===== src/rtl/core/assert_macros.svh =====
// Assertion macros shared by the RTL modules.
// Both take a label, the clock and the active-low reset.
`ifndef ASSERT_MACROS_SVH
`define ASSERT_MACROS_SVH
`ifndef SYNTH
// Check an expression on every clock edge outside reset.
`define RTPN_ASSERT(lbl, clk, rst_n, expr) \
	lbl: assert property (@(posedge clk) disable iff (!rst_n) (expr)) \
		else $error("rtpn assertion failed");
// Check that an antecedent implies a consequent on the next edge.
`define RTPN_ASSERT_NEXT(lbl, clk, rst_n, ante, cons) \
	lbl: assert property (@(posedge clk) disable iff (!rst_n) (ante) |=> (cons)) \
		else $error("rtpn assertion failed");
`else
`define RTPN_ASSERT(lbl, clk, rst_n, expr)
`define RTPN_ASSERT_NEXT(lbl, clk, rst_n, ante, cons)
`endif
`endif


===== src/rtl/core/rtpn_pkg.sv =====
package rtpn_pkg;

	localparam int TABLE_DEPTH = 64;
	localparam int IDX_W       = 6;
	localparam int CNT_W       = 7;

	localparam logic [15:0] HALF_SPACE = 16'h8000;

	// Register reset values
	localparam logic [15:0] INIT_DELAY_RST = 16'd0;
	localparam logic [15:0] RETRY_RST      = 16'd20;
	localparam logic [7:0]  MAX_ATT_RST    = 8'd3;
	localparam logic [6:0]  MAX_PEND_RST   = 7'd64;

	typedef enum logic [1:0] {
		REG_INIT_DELAY = 2'd0,
		REG_RETRY      = 2'd1,
		REG_MAX_ATT    = 2'd2,
		REG_MAX_PEND   = 2'd3
	} reg_idx_t;

	typedef enum logic [1:0] {
		CMD_OBSERVE = 2'd0,
		CMD_TICK    = 2'd1,
		CMD_ABANDON = 2'd2,
		CMD_CLEAR   = 2'd3
	} cmd_t;

	typedef enum logic [1:0] {
		KIND_NONE   = 2'd0,
		KIND_BEFORE = 2'd1,
		KIND_AFTER  = 2'd2
	} kind_t;

	typedef enum logic [2:0] {
		S_IDLE,
		S_OBS_SCAN,
		S_OBS_INS,
		S_TICK_SCAN,
		S_TICK_SEL,
		S_TICK_EMIT,
		S_ABN_SCAN,
		S_OUT
	} state_t;

	// One table entry
	typedef struct packed {
		logic [15:0] seq;
		logic [31:0] due;
		logic [7:0]  attempts;
		logic [63:0] order;
	} entry_t;

	// Per-entry compare results
	typedef struct packed {
		logic        seq_eq;
		logic [15:0] diff;
		logic        due_ok;
		logic        att_ok;
		logic        order_lt;
		logic        never_sent;
	} eval_t;

	// One result word
	typedef struct packed {
		logic        nack_valid;
		logic [15:0] nack_seq;
		logic        last_result;
		logic [1:0]  recovered_kind;
		logic        new_source;
		logic [6:0]  gap_recorded;
		logic [14:0] gap_ignored;
		logic        exhausted_now;
		logic [6:0]  pending_count;
	} result_t;

	function automatic logic [31:0] sat_add(input logic [31:0] a, input logic [15:0] b);
		logic [32:0] s;
		s = {1'b0, a} + {17'd0, b};
		return s[32] ? 32'hFFFF_FFFF : s[31:0];
	endfunction

	function automatic result_t make_result(
		input logic nv, input logic [15:0] ns, input logic last, input logic [1:0] kind,
		input logic nsrc, input logic [6:0] rec, input logic [14:0] ign, input logic ex,
		input logic [6:0] pc);
		result_t r;
		r.nack_valid     = nv;
		r.nack_seq       = ns;
		r.last_result    = last;
		r.recovered_kind = kind;
		r.new_source     = nsrc;
		r.gap_recorded   = rec;
		r.gap_ignored    = ign;
		r.exhausted_now  = ex;
		r.pending_count  = pc;
		return r;
	endfunction

endpackage


===== src/rtl/core/rtpn_entry_eval.sv =====
module rtpn_entry_eval (
	input  rtpn_pkg::entry_t ent,
	input  logic [15:0]      seq_ref,
	input  logic [15:0]      base,
	input  logic [31:0]      now,
	input  logic [7:0]       max_att,
	input  logic [63:0]      best_order,
	output rtpn_pkg::eval_t  ev
);

	// Compare one table entry against the current command
	always_comb begin
		ev.seq_eq     = (ent.seq == seq_ref);
		ev.diff       = ent.seq - base;
		ev.due_ok     = (now >= ent.due);
		ev.att_ok     = (ent.attempts < max_att);
		ev.order_lt   = (ent.order < best_order);
		ev.never_sent = (ent.attempts == 8'd0);
	end

endmodule


===== config.mk =====
export PLATFORM = sky130hd
export DESIGN_NAME = rtpn_entry_eval
export DESIGN_NICKNAME = d
export VERILOG_FILES = /design/src/rtl/core/assert_macros.svh /design/src/rtl/core/rtpn_pkg.sv /design/src/rtl/core/rtpn_entry_eval.sv
export SDC_FILE = /design/constraint.sdc
export NUM_CORES = 1
export LEC_CHECK = 0
export BUFFER_PORTS_ARGS = -buffer_cell sky130_fd_sc_hd__buf_2
export CAP_MARGIN = 5
export CORE_AREA = 2 2 107 109
export DETAILED_ROUTE_END_ITERATION = 10
export DIE_AREA = 0 0 109 111
export GPL_TIMING_DRIVEN = 0
export PLACE_DENSITY = 0.68
export SLEW_MARGIN = 20
export SYNTH_ARGS = -nofsm -noshare
export SYNTH_HDL_FRONTEND = slang
export SYNTH_SLANG_ARGS = --single-unit

===== constraint.sdc =====
create_clock -name vclk -period 3.2
set_input_delay 0.64 -clock vclk [all_inputs]
set_output_delay 0.64 -clock vclk [all_outputs]
set_load 0.01 [all_outputs]

# Yosys cells after proc, flatten, opt, wreduce, memory -nomap -nowiden

Index checks and enable logic that the tools add are counted.

Add/sub/neg operators: 1
Order comparisons: 3
Equal/unequal tests: 1
Reductions and logical operators: 1

Operators by type and width:

| kind                        | count |
|---|---|
| 64-bit less-than comparator | 1 |
| 32-bit >= comparator        | 1 |
| 16-bit == test              | 1 |
| 16-bit subtractor           | 1 |
| 8-bit logical NOT           | 1 |
| 8-bit less-than comparator  | 1 |

Register bits: 0
Input port bits: 256
Output and inout port bits: 21
Word-level logic and storage cells: 6

# Longest topological paths before layout

Word-level depth: 1
Depth in mapped cells: 10
Gate-level depth less buffers: 10

# Worst setup path before layout

No wires, ideal clock.

Path kind: in2out
Start point: in ent[104] (netlist name)
End point: out ev[16] (netlist name)
Data arrival time: 2403 ps
Required time: 2560 ps
Path slack: 157 ps
Stages on the path: 10
Buffers on the path: 0
Path through: inv_1 -> ha_1 -> fa_1 -> nor2b_1 -> o21a_1 -> o211a_1 -> a211oi_1 -> o41ai_1 -> a21oi_1 -> xnor2_1

RTL lines:

| what        | line                 | RTL |
|---|---|---|
| from (decl) | rtpn_entry_eval.sv:2 | `input rtpn_pkg::entry_t ent,` |
| to (decl)   | rtpn_entry_eval.sv:8 | `output rtpn_pkg::eval_t ev` |

==> metrics.txt <==
design area=0.00525 mm^2; critical path capture point type=output port; Hold Startpoint=base[0]; Final period util=between 90 and 100%; simple-gate share of the synthesized area=16.5%; I/O pins=around 280; Area after DPL=~0.005 mm^2; number of clock buffers in the layout=0; Multi-input gate area=roughly 0.0032 mm^2; Die ar.=0.0121 mm^2; final setup vio count=0; Routed WL per cell=between 10 and 15 um; Avg Cell Area, Syn=between 7 and 8 um^2; area grow syn2layout=47.0%; type of the tightest min-delay check=primary input to output port; Netlist Area Pre-Place=0.00357 mm^2; drc violations=0; DRT iter0 DRCs=around 110; origin of the worst setup path=ent[106]; port buffer count=roughly 280; VDD IR max=slightly below 0.1 mV; sequential area share after synthesis=0%; post-synthesis compound-gate area fraction=22.0%; crit path to=ev[18]; drt pass-1 iters=4; layout net count=approximately 1200; vias in the first global route=4237; mux cell area share after synthesis=0%; status=finished, final reports clean; pins over their slew limit=0; CP arrival=around 2.5 ns; Std-Cell Rows=39; most frequent cells in the layout=buf_2 (275), inv_1 (120), ha_1 (115), a21oi_1 (34), a21o_1 (26); number of diodes=0; MaxCap Viol Count=0; TNS Setup=0 ns; main combinational cell family by area after synthesis=adder cells; layout cells sized above 1=38.4%; Yosys cell types=42; Reg area=0 um^2; post-layout util=47.4%; Fillers=1171; Syn. warnings=0; Fmax achieved=~320 MHz; FFs & Latches=0; Crit path required time=2.56 ns; leakage=between 3 and 4 nW; Synth Area in Adders=41.6%; Post-Synth XOR/XNOR Area=6.87%; DRT antenna net count=0; Routability Congestion=around 0.92; dpl hpwl=between 10000 and 15000 um; RSZ-0062 raised after global routing=true; Fin. Hold Viols=0; die width=around 110 um; Post-Syn Nets=a little under 900; mean number of vias per cell=~4.7; initial antenna violation count=0; fin worst setup slack=between 0.06 and 0.07 ns; CP Max Fanout=3; Slew @ Worst Pin=around 0.39 ns; routed wire length=about 11000 um; overall routing resource usage=between 10% and 20%; Die Ht=111 um; Starting Density=32.2%; most common cell after layout, fill and taps aside=buf_2; Core ar.=~0.011 mm^2; grt total ovfl=0; Tmin final=3.14 ns; power density cells=roughly 140 mW/mm^2; largest net degree at the start of global routing=10; first-pass GRT wire length=between 15000 and 20000 um; total number of vias=about 4400; Total Power=between 0.7 and 0.8 mW; CP Launch Type=primary input; Crit Path Class=primary input to output port; Slew HR=73.4%; Syn Inst Count=between 400 and 500; pre-CTS worst setup slack=-0.278 ns
metal layers:
metal,wire length (um),vias to the layer above,global-route usage (%)
li1,-,2306,-
met4,208,0,2.48
met3,701,18,1.47
met5,0,-,0
met2,5510,131,33.7
met1,4460,1898,19.8
worst min-delay path by stage:
stage,to,cells past startpoint
after CTS,ev[4],4
after global routing,ev[4],4
final,ev[4],4
after global placement,ev[0],4
after detailed placement,ev[4],4
after floorplan,ev[0],2
synthesized netlist by cell type:
library cell / number / area [um^2]
a21o_1: 26 / 195
a311oi_1: 1 / 8.76
o21ai_2: 1 / 8.76
o211ai_1: 3 / 22.5
and2_1: 1 / 6.26
and4_1: 1 / 8.76
o21ai_0: 10 / 50.1
inv_1: 122 / 458
nor4b_1: 2 / 17.5
a21oi_1: 38 / 190
a211oi_1: 7 / 52.6
nor4_1: 5 / 31.3
nor3_1: 10 / 50.1
and3_1: 3 / 18.8
nand2_1: 21 / 78.8
xor2_1: 3 / 26.3
o21a_1: 4 / 30.0
xnor2_1: 25 / 219
nor3b_1: 1 / 7.51
a2111oi_4: 1 / 27.5
nand4_1: 22 / 138
o21ai_1: 6 / 30.0
nand3_1: 9 / 45.0
o31ai_1: 1 / 7.51
fa_1: 1 / 20.0
o311ai_1: 3 / 26.3
nor2_1: 21 / 78.8
or3_1: 3 / 18.8
a41oi_1: 1 / 8.76
a221oi_2: 1 / 15.0
or4_1: 2 / 15.0
nor2b_1: 6 / 37.5
o21bai_1: 1 / 7.51
ha_1: 117 / 1460
a211o_1: 2 / 17.5
clkbuf_1: 2 / 7.51
o41ai_1: 1 / 8.76
a31oi_1: 2 / 12.5
o211a_1: 2 / 20.0
nand2b_1: 6 / 37.5
a21o_2: 1 / 8.76
a2111oi_0: 4 / 35.0
layout make-up:
| cell class | instances | share of cell area, % |
|---|---|---|
| Inverter | 122 | 8.78 |
| Tap cell | 143 | 3.41 |
| Multi-Input combinational cell | 375 | 60.5 |
| Timing Repair Buffer | 281 | 27.3 |
critical path, stage by stage:
cell and delay (ns):
buf_2 0.12, ha_1 0.33, nor2b_1 0.14, o21a_1 0.19
buf_4 0.14, o211ai_1 0.15, nand4_1 0.16, a21oi_2 0.21
o21ai_1 0.10, xor2_1 0.15, buf_2 0.15
logic make-up after synthesis:
| logic type | Yosys count |
|---|---|
| XOR/XNOR | 28 |
| adder cells (fa/ha/maj) | 118 |
| AO/OA/AOI/OAI | 116 |
| buffers and inverters | 124 |
| AND/OR/NAND/NOR | 113 |
metrics by stage:
| step | hold WS, ns | std cells |
|---|---|---|
| after floorplan | 1.41 | 499 |
| after global placement | 1.61 | 919 |
| after detailed placement | 1.62 | 919 |
| after CTS | 1.61 | 923 |
| after global routing | 1.64 | 921 |
| final | 1.62 | 921 |
timing repair:
action,CTS,global route
pin swaps,13,9
resized for setup,15,6
hold endpoints to repair,0,0
buffers inserted,4,0
cloned,0,0
hold buffers,0,0
setup endpoints to repair,5,7
power breakdown:
part | switching (mW) | internal, mW | total, mW
clock | 0 | 0 | 0
combinational | 0.354 | 0.374 | 0.728
sequential | 0 | 0 | 0
No activity file was read; power rests on OpenSTA's default activity.
